$ cat src/md4_pkg.sv
// Package with the shared types, constants and step functions of the MD4 digest block.
`default_nettype none

package md4_pkg;

  localparam logic [31:0] IV_A = 32'h67452301;
  localparam logic [31:0] IV_B = 32'hefcdab89;
  localparam logic [31:0] IV_C = 32'h98badcfe;
  localparam logic [31:0] IV_D = 32'h10325476;
  localparam logic [31:0] K_ROUND2 = 32'h5a827999;
  localparam logic [31:0] K_ROUND3 = 32'h6ed9eba1;
  localparam logic [7:0]  PAD_MARK = 8'h80;
  localparam logic [5:0]  LAST_STEP = 6'd47;
  localparam logic [6:0]  FULL_BLOCK = 7'd64;

  typedef enum logic [1:0] {
    BLK_DATA   = 2'd0,
    BLK_PAD    = 2'd1,
    BLK_PADLEN = 2'd2,
    BLK_LEN    = 2'd3
  } blk_e;

  typedef struct packed {
    logic       absorb;
    logic       step;
    logic       add;
    logic       init;
    logic [5:0] step_idx;
    blk_e       kind;
    logic [1:0] out_idx;
  } cmd_t;

  typedef struct packed {
    logic [5:0] fill;
  } sts_t;

  function automatic logic [3:0] word_sel(input logic [5:0] step);
    logic [3:0] i;
    logic [3:0] sel;
    i = step[3:0];
    case (step[5:4])
      2'd0:    sel = i;
      2'd1:    sel = {i[1:0], i[3:2]};
      default: sel = {i[0], i[1], i[2], i[3]};
    endcase
    return sel;
  endfunction

  function automatic logic [4:0] rot_amt(input logic [5:0] step);
    logic [4:0] s;
    case ({step[5:4], step[1:0]})
      4'b0000: s = 5'd3;
      4'b0001: s = 5'd7;
      4'b0010: s = 5'd11;
      4'b0011: s = 5'd19;
      4'b0100: s = 5'd3;
      4'b0101: s = 5'd5;
      4'b0110: s = 5'd9;
      4'b0111: s = 5'd13;
      4'b1000: s = 5'd3;
      4'b1001: s = 5'd9;
      4'b1010: s = 5'd11;
      default: s = 5'd15;
    endcase
    return s;
  endfunction

  function automatic logic [31:0] rotl32(input logic [31:0] x, input logic [4:0] s);
    logic [63:0] dbl;
    dbl = {x, x} << s;
    return dbl[63:32];
  endfunction

endpackage

`default_nettype wire

$ cat src/md4_if.sv
// Interfaces of the byte input channel and the digest output channel.
`default_nettype none

interface md4_in_if;
  logic       valid;
  logic       ready;
  logic [7:0] data_byte;
  logic       byte_valid;
  logic       end_of_message;

  modport source (output valid, data_byte, byte_valid, end_of_message, input ready);
  modport sink (input valid, data_byte, byte_valid, end_of_message, output ready);
endinterface

interface md4_out_if;
  logic        valid;
  logic        ready;
  logic [31:0] digest_word;
  logic [1:0]  word_index;
  logic        last_word;

  modport source (output valid, digest_word, word_index, last_word, input ready);
  modport sink (input valid, digest_word, word_index, last_word, output ready);
endinterface

`default_nettype wire

$ cat src/md4_message_digest.sv
// Top level of the MD4 message digest block.
// The block takes one message byte per transaction, one transaction per cycle while it
// gathers a 64-byte block. Each full block is compressed by one shared MD4 step unit, which
// runs every MD4 step (ST_COMP) and then adds into the chaining words (ST_ADD), so the input
// stalls during both after every 64th byte. A transaction with end_of_message set passes
// through ST_PADSEL to choose the padding, then one or two more compressions, after which
// the four digest words A, B, C, D leave as four output transactions, last_word marking D.
// The block then starts from the initial chaining value again and accepts the next message.
`default_nettype none

module md4_message_digest
  import md4_pkg::*;
(
  input  wire logic clk_i,
  input  wire logic rst_ni,
  md4_in_if.sink    in_i,
  md4_out_if.source out_o
);

  cmd_t        cmd;
  sts_t        sts;
  logic [31:0] digest_word;

  md4_ctrl u_ctrl (
    .clk_i            (clk_i),
    .rst_ni           (rst_ni),
    .in_valid_i       (in_i.valid),
    .byte_valid_i     (in_i.byte_valid),
    .end_of_message_i (in_i.end_of_message),
    .in_ready_o       (in_i.ready),
    .out_valid_o      (out_o.valid),
    .out_ready_i      (out_o.ready),
    .sts_i            (sts),
    .cmd_o            (cmd)
  );

  md4_datapath u_datapath (
    .clk_i         (clk_i),
    .rst_ni        (rst_ni),
    .cmd_i         (cmd),
    .data_byte_i   (in_i.data_byte),
    .sts_o         (sts),
    .digest_word_o (digest_word)
  );

  assign out_o.digest_word = digest_word;
  assign out_o.word_index  = cmd.out_idx;
  assign out_o.last_word   = (cmd.out_idx == 2'd3);

endmodule

`default_nettype wire

$ cat src/md4_datapath.sv
// Datapath of the MD4 block: block buffer, length counter, chaining words and step logic.
`default_nettype none

module md4_datapath
  import md4_pkg::*;
(
  input  wire logic        clk_i,
  input  wire logic        rst_ni,
  input  wire cmd_t        cmd_i,
  input  wire logic [7:0]  data_byte_i,
  output      sts_t        sts_o,
  output      logic [31:0] digest_word_o
);

  logic [31:0] buf_q [16];
  logic [5:0]  fill_q, fill_d;
  logic [60:0] cnt_q, cnt_d;
  logic [31:0] chain_q [4];
  logic [31:0] chain_d [4];
  logic [31:0] va_q, vb_q, vc_q, vd_q;
  logic [31:0] va_d, vb_d, vc_d, vd_d;

  logic [63:0] len_bits;
  logic [3:0]  wsel;
  logic [31:0] wraw;
  logic [31:0] wblk;
  logic [6:0]  limit;
  logic        mark_en;
  logic        len_en;
  logic [31:0] fval;
  logic [31:0] sum;
  logic [31:0] new_a;

  assign len_bits = {cnt_q, 3'b000};
  assign wsel = word_sel(cmd_i.step_idx);
  assign wraw = buf_q[wsel];

  always_comb begin
    limit   = FULL_BLOCK;
    mark_en = 1'b0;
    len_en  = 1'b0;
    case (cmd_i.kind)
      BLK_DATA: begin
        limit = FULL_BLOCK;
      end
      BLK_PAD: begin
        limit   = {1'b0, fill_q};
        mark_en = 1'b1;
      end
      BLK_PADLEN: begin
        limit   = {1'b0, fill_q};
        mark_en = 1'b1;
        len_en  = 1'b1;
      end
      default: begin
        limit  = 7'd0;
        len_en = 1'b1;
      end
    endcase
  end

  always_comb begin
    logic [6:0] pos;
    for (int b = 0; b < 4; b++) begin
      pos = {1'b0, wsel, 2'(b)};
      if (pos < limit) begin
        wblk[8*b +: 8] = wraw[8*b +: 8];
      end else if (mark_en && pos == limit) begin
        wblk[8*b +: 8] = PAD_MARK;
      end else if (len_en && wsel == 4'd14) begin
        wblk[8*b +: 8] = len_bits[8*b +: 8];
      end else if (len_en && wsel == 4'd15) begin
        wblk[8*b +: 8] = len_bits[32 + 8*b +: 8];
      end else begin
        wblk[8*b +: 8] = 8'h00;
      end
    end
  end

  always_comb begin
    case (cmd_i.step_idx[5:4])
      2'd0:    fval = (vb_q & vc_q) | (~vb_q & vd_q);
      2'd1:    fval = ((vb_q & vc_q) | (vb_q & vd_q) | (vc_q & vd_q)) + K_ROUND2;
      default: fval = (vb_q ^ vc_q ^ vd_q) + K_ROUND3;
    endcase
  end

  assign sum   = va_q + fval + wblk;
  assign new_a = rotl32(sum, rot_amt(cmd_i.step_idx));

  always_comb begin
    fill_d = fill_q;
    cnt_d  = cnt_q;
    va_d   = va_q;
    vb_d   = vb_q;
    vc_d   = vc_q;
    vd_d   = vd_q;
    for (int k = 0; k < 4; k++) begin
      chain_d[k] = chain_q[k];
    end
    if (cmd_i.init) begin
      fill_d     = 6'd0;
      cnt_d      = '0;
      chain_d[0] = IV_A;
      chain_d[1] = IV_B;
      chain_d[2] = IV_C;
      chain_d[3] = IV_D;
      va_d       = IV_A;
      vb_d       = IV_B;
      vc_d       = IV_C;
      vd_d       = IV_D;
    end else if (cmd_i.absorb) begin
      fill_d = fill_q + 6'd1;
      cnt_d  = cnt_q + 61'd1;
    end else if (cmd_i.step) begin
      va_d = vd_q;
      vb_d = new_a;
      vc_d = vb_q;
      vd_d = vc_q;
    end else if (cmd_i.add) begin
      chain_d[0] = chain_q[0] + va_q;
      chain_d[1] = chain_q[1] + vb_q;
      chain_d[2] = chain_q[2] + vc_q;
      chain_d[3] = chain_q[3] + vd_q;
      va_d       = chain_d[0];
      vb_d       = chain_d[1];
      vc_d       = chain_d[2];
      vd_d       = chain_d[3];
    end
  end

  always_ff @(posedge clk_i or negedge rst_ni) begin
    if (!rst_ni) begin
      fill_q     <= 6'd0;
      cnt_q      <= '0;
      chain_q[0] <= IV_A;
      chain_q[1] <= IV_B;
      chain_q[2] <= IV_C;
      chain_q[3] <= IV_D;
      va_q       <= IV_A;
      vb_q       <= IV_B;
      vc_q       <= IV_C;
      vd_q       <= IV_D;
    end else begin
      fill_q <= fill_d;
      cnt_q  <= cnt_d;
      for (int k = 0; k < 4; k++) begin
        chain_q[k] <= chain_d[k];
      end
      va_q <= va_d;
      vb_q <= vb_d;
      vc_q <= vc_d;
      vd_q <= vd_d;
    end
  end

  always_ff @(posedge clk_i) begin
    if (cmd_i.absorb) begin
      buf_q[fill_q[5:2]][8*fill_q[1:0] +: 8] <= data_byte_i;
    end
  end

  assign sts_o.fill    = fill_q;
  assign digest_word_o = chain_q[cmd_i.out_idx];

endmodule

`default_nettype wire

$ cat src/md4_ctrl.sv
// Controller of the MD4 block: byte intake, block sequencing, padding and digest output.
`default_nettype none

module md4_ctrl
  import md4_pkg::*;
(
  input  wire logic clk_i,
  input  wire logic rst_ni,
  input  wire logic in_valid_i,
  input  wire logic byte_valid_i,
  input  wire logic end_of_message_i,
  output      logic in_ready_o,
  output      logic out_valid_o,
  input  wire logic out_ready_i,
  input  wire sts_t sts_i,
  output      cmd_t cmd_o
);

  typedef enum logic [4:0] {
    ST_IDLE   = 5'b00001,
    ST_PADSEL = 5'b00010,
    ST_COMP   = 5'b00100,
    ST_ADD    = 5'b01000,
    ST_OUT    = 5'b10000
  } state_e;

  state_e     state_q, state_d;
  logic [5:0] step_q, step_d;
  logic [1:0] idx_q, idx_d;
  blk_e       kind_q, kind_d;
  logic       end_q, end_d;

  always_comb begin
    state_d = state_q;
    step_d  = step_q;
    idx_d   = idx_q;
    kind_d  = kind_q;
    end_d   = end_q;
    cmd_o   = '{absorb: 1'b0, step: 1'b0, add: 1'b0, init: 1'b0,
                step_idx: step_q, kind: kind_q, out_idx: idx_q};
    in_ready_o  = 1'b0;
    out_valid_o = 1'b0;
    unique case (state_q)
      ST_IDLE: begin
        in_ready_o = 1'b1;
        if (in_valid_i) begin
          if (byte_valid_i) begin
            cmd_o.absorb = 1'b1;
            if (sts_i.fill == 6'd63) begin
              kind_d  = BLK_DATA;
              end_d   = end_of_message_i;
              step_d  = 6'd0;
              state_d = ST_COMP;
            end else if (end_of_message_i) begin
              state_d = ST_PADSEL;
            end
          end else if (end_of_message_i) begin
            state_d = ST_PADSEL;
          end
        end
      end
      ST_PADSEL: begin
        kind_d  = (sts_i.fill[5:3] == 3'b111) ? BLK_PAD : BLK_PADLEN;
        step_d  = 6'd0;
        state_d = ST_COMP;
      end
      ST_COMP: begin
        cmd_o.step = 1'b1;
        step_d     = step_q + 6'd1;
        if (step_q == LAST_STEP) begin
          step_d  = 6'd0;
          state_d = ST_ADD;
        end
      end
      ST_ADD: begin
        cmd_o.add = 1'b1;
        case (kind_q)
          BLK_DATA: begin
            state_d = end_q ? ST_PADSEL : ST_IDLE;
          end
          BLK_PAD: begin
            kind_d  = BLK_LEN;
            state_d = ST_COMP;
          end
          default: begin
            idx_d   = 2'd0;
            state_d = ST_OUT;
          end
        endcase
      end
      ST_OUT: begin
        out_valid_o = 1'b1;
        if (out_ready_i) begin
          idx_d = idx_q + 2'd1;
          if (idx_q == 2'd3) begin
            cmd_o.init = 1'b1;
            end_d      = 1'b0;
            state_d    = ST_IDLE;
          end
        end
      end
      default: begin
        state_d = ST_IDLE;
      end
    endcase
  end

  always_ff @(posedge clk_i or negedge rst_ni) begin
    if (!rst_ni) begin
      state_q <= ST_IDLE;
      step_q  <= 6'd0;
      idx_q   <= 2'd0;
      kind_q  <= BLK_DATA;
      end_q   <= 1'b0;
    end else begin
      state_q <= state_d;
      step_q  <= step_d;
      idx_q   <= idx_d;
      kind_q  <= kind_d;
      end_q   <= end_d;
    end
  end

endmodule

`default_nettype wire

$ cat src/flat_wrapper.sv
// flat-port wrapper written by rule: the top's interface ports become plain ports
module md4_message_digest_flat import md4_pkg::*;
  (clk_i, rst_ni, in_i_valid, in_i_data_byte, in_i_byte_valid, in_i_end_of_message, in_i_ready, out_o_valid, out_o_digest_word, out_o_word_index, out_o_last_word, out_o_ready);
  md4_in_if in_i_i ();
  md4_out_if out_o_i ();
  input  wire logic clk_i;
  input  wire logic rst_ni;
  input wire logic [$bits(in_i_i.valid)-1:0] in_i_valid;
  input wire logic [$bits(in_i_i.data_byte)-1:0] in_i_data_byte;
  input wire logic [$bits(in_i_i.byte_valid)-1:0] in_i_byte_valid;
  input wire logic [$bits(in_i_i.end_of_message)-1:0] in_i_end_of_message;
  output wire logic [$bits(in_i_i.ready)-1:0] in_i_ready;
  output wire logic [$bits(out_o_i.valid)-1:0] out_o_valid;
  output wire logic [$bits(out_o_i.digest_word)-1:0] out_o_digest_word;
  output wire logic [$bits(out_o_i.word_index)-1:0] out_o_word_index;
  output wire logic [$bits(out_o_i.last_word)-1:0] out_o_last_word;
  input wire logic [$bits(out_o_i.ready)-1:0] out_o_ready;
  assign in_i_i.valid = in_i_valid;
  assign in_i_i.data_byte = in_i_data_byte;
  assign in_i_i.byte_valid = in_i_byte_valid;
  assign in_i_i.end_of_message = in_i_end_of_message;
  assign in_i_ready = in_i_i.ready;
  assign out_o_valid = out_o_i.valid;
  assign out_o_digest_word = out_o_i.digest_word;
  assign out_o_word_index = out_o_i.word_index;
  assign out_o_last_word = out_o_i.last_word;
  assign out_o_i.ready = out_o_ready;
  md4_message_digest u_core (.clk_i(clk_i), .rst_ni(rst_ni), .in_i(in_i_i), .out_o(out_o_i));
endmodule
$ cat config.mk
export PLATFORM = sky130hd
export DESIGN_NAME = md4_message_digest_flat
export DESIGN_NICKNAME = d
export VERILOG_FILES = /design/src/md4_pkg.sv /design/src/md4_if.sv /design/src/md4_message_digest.sv /design/src/md4_datapath.sv /design/src/md4_ctrl.sv /design/src/flat_wrapper.sv
export SDC_FILE = /design/constraint.sdc
export NUM_CORES = 2
export LEC_CHECK = 0
export BUFFER_PORTS_ARGS = -buffer_cell sky130_fd_sc_hd__buf_2
export CORE_ASPECT_RATIO = 0.8
export CORE_MARGIN = 2
export CORE_UTILIZATION = 25
export DETAILED_ROUTE_END_ITERATION = 16
export PLACE_DENSITY = 0.47
export SLEW_MARGIN = 20
export SYNTH_ARGS = -nofsm -noshare
export SYNTH_HDL_FRONTEND = slang
export SYNTH_SLANG_ARGS = --single-unit
$ cat constraint.sdc
create_clock -name clk_i -period 9.8 [get_ports clk_i]
set_clock_uncertainty 0.1 [all_clocks]
set_input_delay 1.96 -clock clk_i [delete_from_list [all_inputs] [get_ports clk_i]]
set_output_delay 1.96 -clock clk_i [all_outputs]
set_load 0.02 [all_outputs]
After elaboration in Yosys (flattened, before gate mapping)

Memory sizes are Yosys's and may differ from the RTL's.
Index checks and enable logic that the tools add are counted.

Input port bits: 14
RAM bits: 512
Memory bits (read-only): 64
Word-level logic and storage cells: 191
Register bits after elaboration: 339
Latch bits: 0
Output and inout port bits: 37
Memories: 2

Divide/modulo/power cells: 0
Add/sub/neg operators: 13
Shifts and indexed selects: 3
Multiplexer cells: 90
Magnitude comparators: 5
Multipliers: 0
Reduce and logical (&&, ||, !) cells: 24
Bitwise logic cells: 11
Equality and inequality tests: 28

Memories:

| memory                  | depth | bits a word | read ports | clocked after memory_dff | wr ports | RTL line           | RTL |
|---|---|---|---|---|---|---|---|
| u_core.u_datapath.buf_q | 16    | 32          | 1          | 0                        | 1        | md4_datapath.sv:15 | `logic [31:0] buf_q [16];` |
| (no name shown)         | 16    | 4           | 1          | 0                        | 0        | md4_pkg.sv:51      | `case ({step[5:4], step[1:0]})` |

Operator list:

| cell                      | number |
|---|---|
| $mux W32                  | 19 |
| $mux W128                 | 4 |
| $add A32 B32 Y32          | 6 |
| $and A32 B32 Y32          | 4 |
| $mux W8                   | 16 |
| $mux W61                  | 2 |
| $or A32 B32 Y32           | 3 |
| $add A32 B31 Y32 const B  | 2 |
| $bmux W32 S2              | 1 |
| $pmux W32 S2              | 1 |
| $shl A64 B5 Y64           | 1 |
| $xor A32 B32 Y32          | 2 |
| $add A61 B1 Y61 const B   | 1 |
| $mux W6                   | 6 |
| $mux W5                   | 7 |
| $neg A5 Y34               | 1 |
| $shift A8 B34 Y32 const A | 1 |
| $shiftx A8 B34 Y32        | 1 |
| $not A32 Y32              | 1 |
| $eq A6 B7 Y1              | 4 |
| $lt A6 B7 Y1              | 4 |
| $pmux W5 S5               | 1 |
| $mux W1                   | 18 |
| $ne A2 B2 Y1 const B      | 9 |
| other kinds (33)          | 59 |

Logic depth before layout (Yosys ltp)

Depth in word-level cells: 13
Depth in mapped cells: 31
Gate-level depth less buffers: 27

Cells and area by module

From an unflattened synthesis, not the netlist that was laid out.

Cells, all modules: 4,800
Area, all modules: 50,123.1 um^2

By module, submodules not included:

| module             | times used | seq. area each (um^2) | area each (um^2) | cells an instance |
|---|---|---|---|---|
| md4_datapath       | 1          | 23,617.7              | 49,114.6         | 4,689 |
| md4_ctrl           | 1          | 401.6                 | 1,002.2          | 110 |
| md4_message_digest | 1          | 0.0                   | 6.3              | 1 |

Least setup slack after synthesis

Ideal clock, no wire load.

Kind: register -> register
Start point: reg u_core.u_ctrl.step_q[4]
End point: reg u_core.u_datapath.vb_q[18]
Cell stages (with the launch flop): 31
Path buffers: 7
Clock period less this slack: 7.600 ns
Setup slack: 2.200 ns
Arrival: 7.412 ns
Library setup time: 0.088 ns
Data required time: 9.612 ns
Cell sequence: dfrtp_1 -> buf_4 -> mux2i_1 -> o21ai_0 -> buf_2 -> buf_1 -> clkbuf_1 -> clkbuf_1 -> buf_2 -> buf_1 -> ha_1 -> a21oi_1 -> o21ai_1 -> nand3_1 -> nor2_1 -> a21oi_1 -> fa_1 -> inv_1 -> ha_1 -> fa_1 -> a211oi_1 -> o21a_1 -> o21ai_1 -> a31oi_1 -> nor2b_1 -> or3_1 -> a21oi_1 -> xnor3_1 -> o221a_1 -> mux2_2 -> a221oi_2

Longest elaborated chain between the ends: 13
Elaborated cells on any way between the ends: 44
Those cells by class: add/sub: 2; order compare: 4; eq/ne: 7; shift: 1; mux: 21; reduce/logical: 7; memory: 2

Ends and longest elaborated chain:

| item                                                                     | RTL line            | RTL |
|---|---|---|
| from (decl)                                                              | md4_ctrl.sv:28      | `logic [5:0] step_q, step_d;` |
| from (signal assigned)                                                   | md4_ctrl.sv:117     | `step_q <= step_d;` |
| parallel branches: the longest is 9 deep, another holds $add A32 B32 Y32 | n/a                 |  |
| $shl A64 B5 Y64 (*)                                                      | md4_pkg.sv:70       | `dbl = {x, x} << s;` |
| $mux W32 (*)                                                             | md4_datapath.sv:115 | `end else if (cmd_i.step) begin` |
| $mux W32 (*)                                                             | md4_datapath.sv:112 | `end else if (cmd_i.absorb) begin` |
| $mux W32 (*)                                                             | md4_datapath.sv:101 | `if (cmd_i.init) begin` |
| to (signal assigned)                                                     | md4_datapath.sv:151 | `vb_q <= vb_d;` |
| to (decl)                                                                | md4_datapath.sv:20  | `logic [31:0] va_q, vb_q, vc_q, vd_q;` |

Every way passes the cells marked *. The select of a mux whose other input is x is not followed.
A chain may end at the register's enable or synchronous reset.

Worst setup path after layout

Start point: reg u_core.u_ctrl.step_q[5]
End point: reg u_core.u_datapath.vb_q[8]

Same word-level chain as after synthesis.

==> flow_metrics.tcl <==
set metrics [dict create \
    status "complete, no violations" \
    ant_nets 0 \
    max_slew.worst_pin.slew_ns 1.275 \
    gp_congestion 0.9075 \
    core_area_um2 194700 \
    cts_buffers 91 \
    drive_gt1_share_pct 11.78 \
    vias_per_cell 5.142 \
    crit_path_end "u_core.u_datapath.vb_q[8]" \
    setup_viol 0 \
    start_util_pct 25.10 \
    syn_area_per_cell_um2 10.53 \
    antenna_found_initial 5 \
    drt_iter0_markers 3600 \
    worstSetupEndpointType "flop" \
    nFillCells 20120 \
    io_pins 51 \
    yosys-top-cells-area "edfxtp_1 31%, dfrtp_1 11%, dfstp_2 6.9%" \
    cts_resized 0 \
    synth_top_cells_by_count "609 x nand2_1, 512 x edfxtp_1, 374 x nor2_1, 348 x a21oi_1, 264 x o21ai_0" \
    grt.overflow.total 0 \
    yosysSeqAreaShare_pct 49.16 \
    ys.flop_type "edfxtp_1" \
    reg2reg_from "u_core.u_ctrl.step_q[5]" \
    place_inst 7089 \
    finalCritPeriodShare_pct 88.08 \
    cts_max_level 3 \
    ys_types 87 \
    cts_tree "built" \
    port-buffer-count 50 \
    crit_fanout 31 \
    clk_latency_ns 0.76 \
    cts_setup_buffers 0 \
    synthesis.area_um2 48860 \
    r2r_end "u_core.u_datapath.vb_q[8]" \
    post-route-drc-count 0 \
    worstPathRequired_ns 10.35 \
    yosysMostFrequentCell "nand2_1" \
    crit_path_start_kind "flop" \
    reg2reg_slack_ns 1.17 \
    min_period_ns 8.631 \
    drtPass1Iterations 6 \
    max_freq_ghz 0.1159 \
    synth_edf_count 512 \
    die_w_um 498.3 \
    die_h_um 399.4 \
    vias 37330 \
    yosysWarningCount 0 \
    path_class "flop to flop" \
    synth_top_area_share_pct 31.46 \
    cp-startpoint "u_core.u_ctrl.step_q[5]" \
    nets 4870 \
    grt_max_degree 149 \
    yosysTopAreaCell "edfxtp_1" \
    slew_violations 0 \
    async_flop_share_pct 39.84 \
    wl_um 173900 \
    grt_pass1_vias 35830 \
    post-dp-hpwl_um 123100 \
    fp.dieArea_um2 199000 \
    cts_sinks 851 \
    cts_hold_buf 0 \
    rsz0062_at_grt "no" \
    max_slew_margin_pct 14.51 \
    syn2layout_area_growth_pct 13.07 \
    hold_class "flop to flop" \
    hold_viol 0 \
    cp_data_arrival_time_ns 9.18 \
    syn_inst 4640 \
    clkSlewWorstSetupHoldPaths_ns 0.07 \
    finalSetupTns_ns 0 \
    cts-root-buf "clkbuf_16" \
    synth_nets 4900 \
    grt_use_total_pct 17.18 \
    cap_violations 0 \
    wl_per_cell_um 23.96 \
    whs_ns 0.4128 \
    reg2reg_depth 26 \
    grt_pass1_wl_um 255100 \
    final_cells 7260 \
    num_rows 145 \
    ys_seq_elements 851 \
    clk_path_buf_depth 3 \
]
==> flip-flops by register name (all words and copies together), names as in the netlist <==
register,count
u_core.u_ctrl.end_q,1
u_core.u_ctrl.idx_q,2
u_core.u_ctrl.kind_q,2
u_core.u_ctrl.state_q,5
u_core.u_ctrl.step_q,6
u_core.u_datapath.buf_q,512
u_core.u_datapath.chain_q,128
u_core.u_datapath.cnt_q,61
u_core.u_datapath.sts_o,6
u_core.u_datapath.va_q,32
u_core.u_datapath.vb_q,32
u_core.u_datapath.vc_q,32
u_core.u_datapath.vd_q,32
==> worst max-delay path, cell delays in order, from the launching register on <==
cell       delay [ns]
dfrtp_2          0.81
inv_1            0.48
o21a_1           0.22
a21o_2           0.34
inv_1            0.28
ha_1             0.30
and4b_1          0.23
and3_1           0.21
and3_1           0.21
or2_2            0.37
a2111oi_0        0.63
buf_4            0.25
a21oi_1          0.11
fa_1             0.57
inv_1            0.04
ha_1             0.44
a21oi_1          0.32
o221ai_1         0.20
a21o_1           0.18
a31oi_1          0.34
nor2b_1          0.12
or3_1            0.32
a21oi_1          0.18
xnor3_1          0.37
o21ai_1          0.39
a21oi_1          0.15
a221oi_1         0.31
==> through the flow <==
step / instance area (um^2) / setup slack, ns / util, %
6_report: 55250 / 1.169 / 28.38
4_1_cts: 55220 / 1.269 / 28.37
3_5_place_dp: 52130 / 1.334 / 26.78
3_3_place_gp: 52120 / 1.440 / 26.78
5_1_grt: 55240 / 0.6159 / 28.38
2_1_floorplan: 48860 / 2.200 / -
==> how the worst min path moves through the flow <==
stage / from / end / depth (start not counted)
CTS: u_core.u_datapath.chain_q[50] / u_core.u_datapath.chain_q[50] / 2
global placement: u_core.u_datapath.chain_q[50] / u_core.u_datapath.chain_q[50] / 2
global route: u_core.u_datapath.chain_q[63] / u_core.u_datapath.chain_q[63] / 2
floorplan: u_core.u_datapath.chain_q[30] / u_core.u_datapath.chain_q[30] / 2
finish: u_core.u_datapath.chain_q[23] / u_core.u_datapath.chain_q[23] / 2
detailed placement: u_core.u_datapath.chain_q[50] / u_core.u_datapath.chain_q[50] / 2
==> cell usage in the layout, fill, tap and decap left out, drive strengths merged, types with 24 or more instances in the layout <==
cell / n
nor3: 40
a2111oi: 35
and2: 49
dfrtp: 210
inv: 188
edfxtp: 512
mux2i: 98
nor2b: 39
xor2: 111
xnor2: 126
nand3: 214
buf: 115
o21ai: 268
o21a: 42
clkinv: 24
a31oi: 34
dfstp: 129
a21oi: 348
nor2: 374
ha: 178
a22o: 28
nand2: 609
mux4: 97
a21o: 85
a211oi: 50
and3: 48
clkbuf: 129
o22ai: 42
or3: 28
fa: 68
==> logic make-up (layout without fill, tap and decap cells) <==
family,count (synthesis),after routing,share of synthesized area (%)
AND/OR/NAND/NOR,1512,1512,13.87
AO/OA/AOI/OAI,1163,1163,15.26
flip-flops,851,851,49.16
buffers and inverters,423,467,3.308
adder cells (fa/ha/maj),246,246,7.344
XOR/XNOR,238,238,4.294
multiplexers,207,207,6.763
other,0,4,0
==> metal layers <==
layer | vias to the layer above | global-route usage [%] | share of wire [%]
li1 | 16940 | - | -
met1 | 19000 | 26.34 | 49
met2 | 1239 | 25.19 | 42
met3 | 152 | 2.876 | 6.6
met4 | 0 | 3.234 | 1.7
met5 | - | 0 | 0
==> layout make-up <==
type | instances | area (um^2) | share of cell area, %
sequential | 851 | 24020 | 43.48
tap | 2572 | 3218 | 5.825
clock buffer | 129 | 2510 | 4.543
inverter | 185 | 700.7 | 1.268
multi-input combinational | 3366 | 23390 | 42.34
clock inverter | 38 | 585.6 | 1.060
timing repair buffer | 115 | 810.8 | 1.467
antenna | 4 | 10.01 | 0.01812
Power is left out: the tool's default activity adds up to more than one toggle a clock period on the data nets, which glitch-free logic cannot reach.
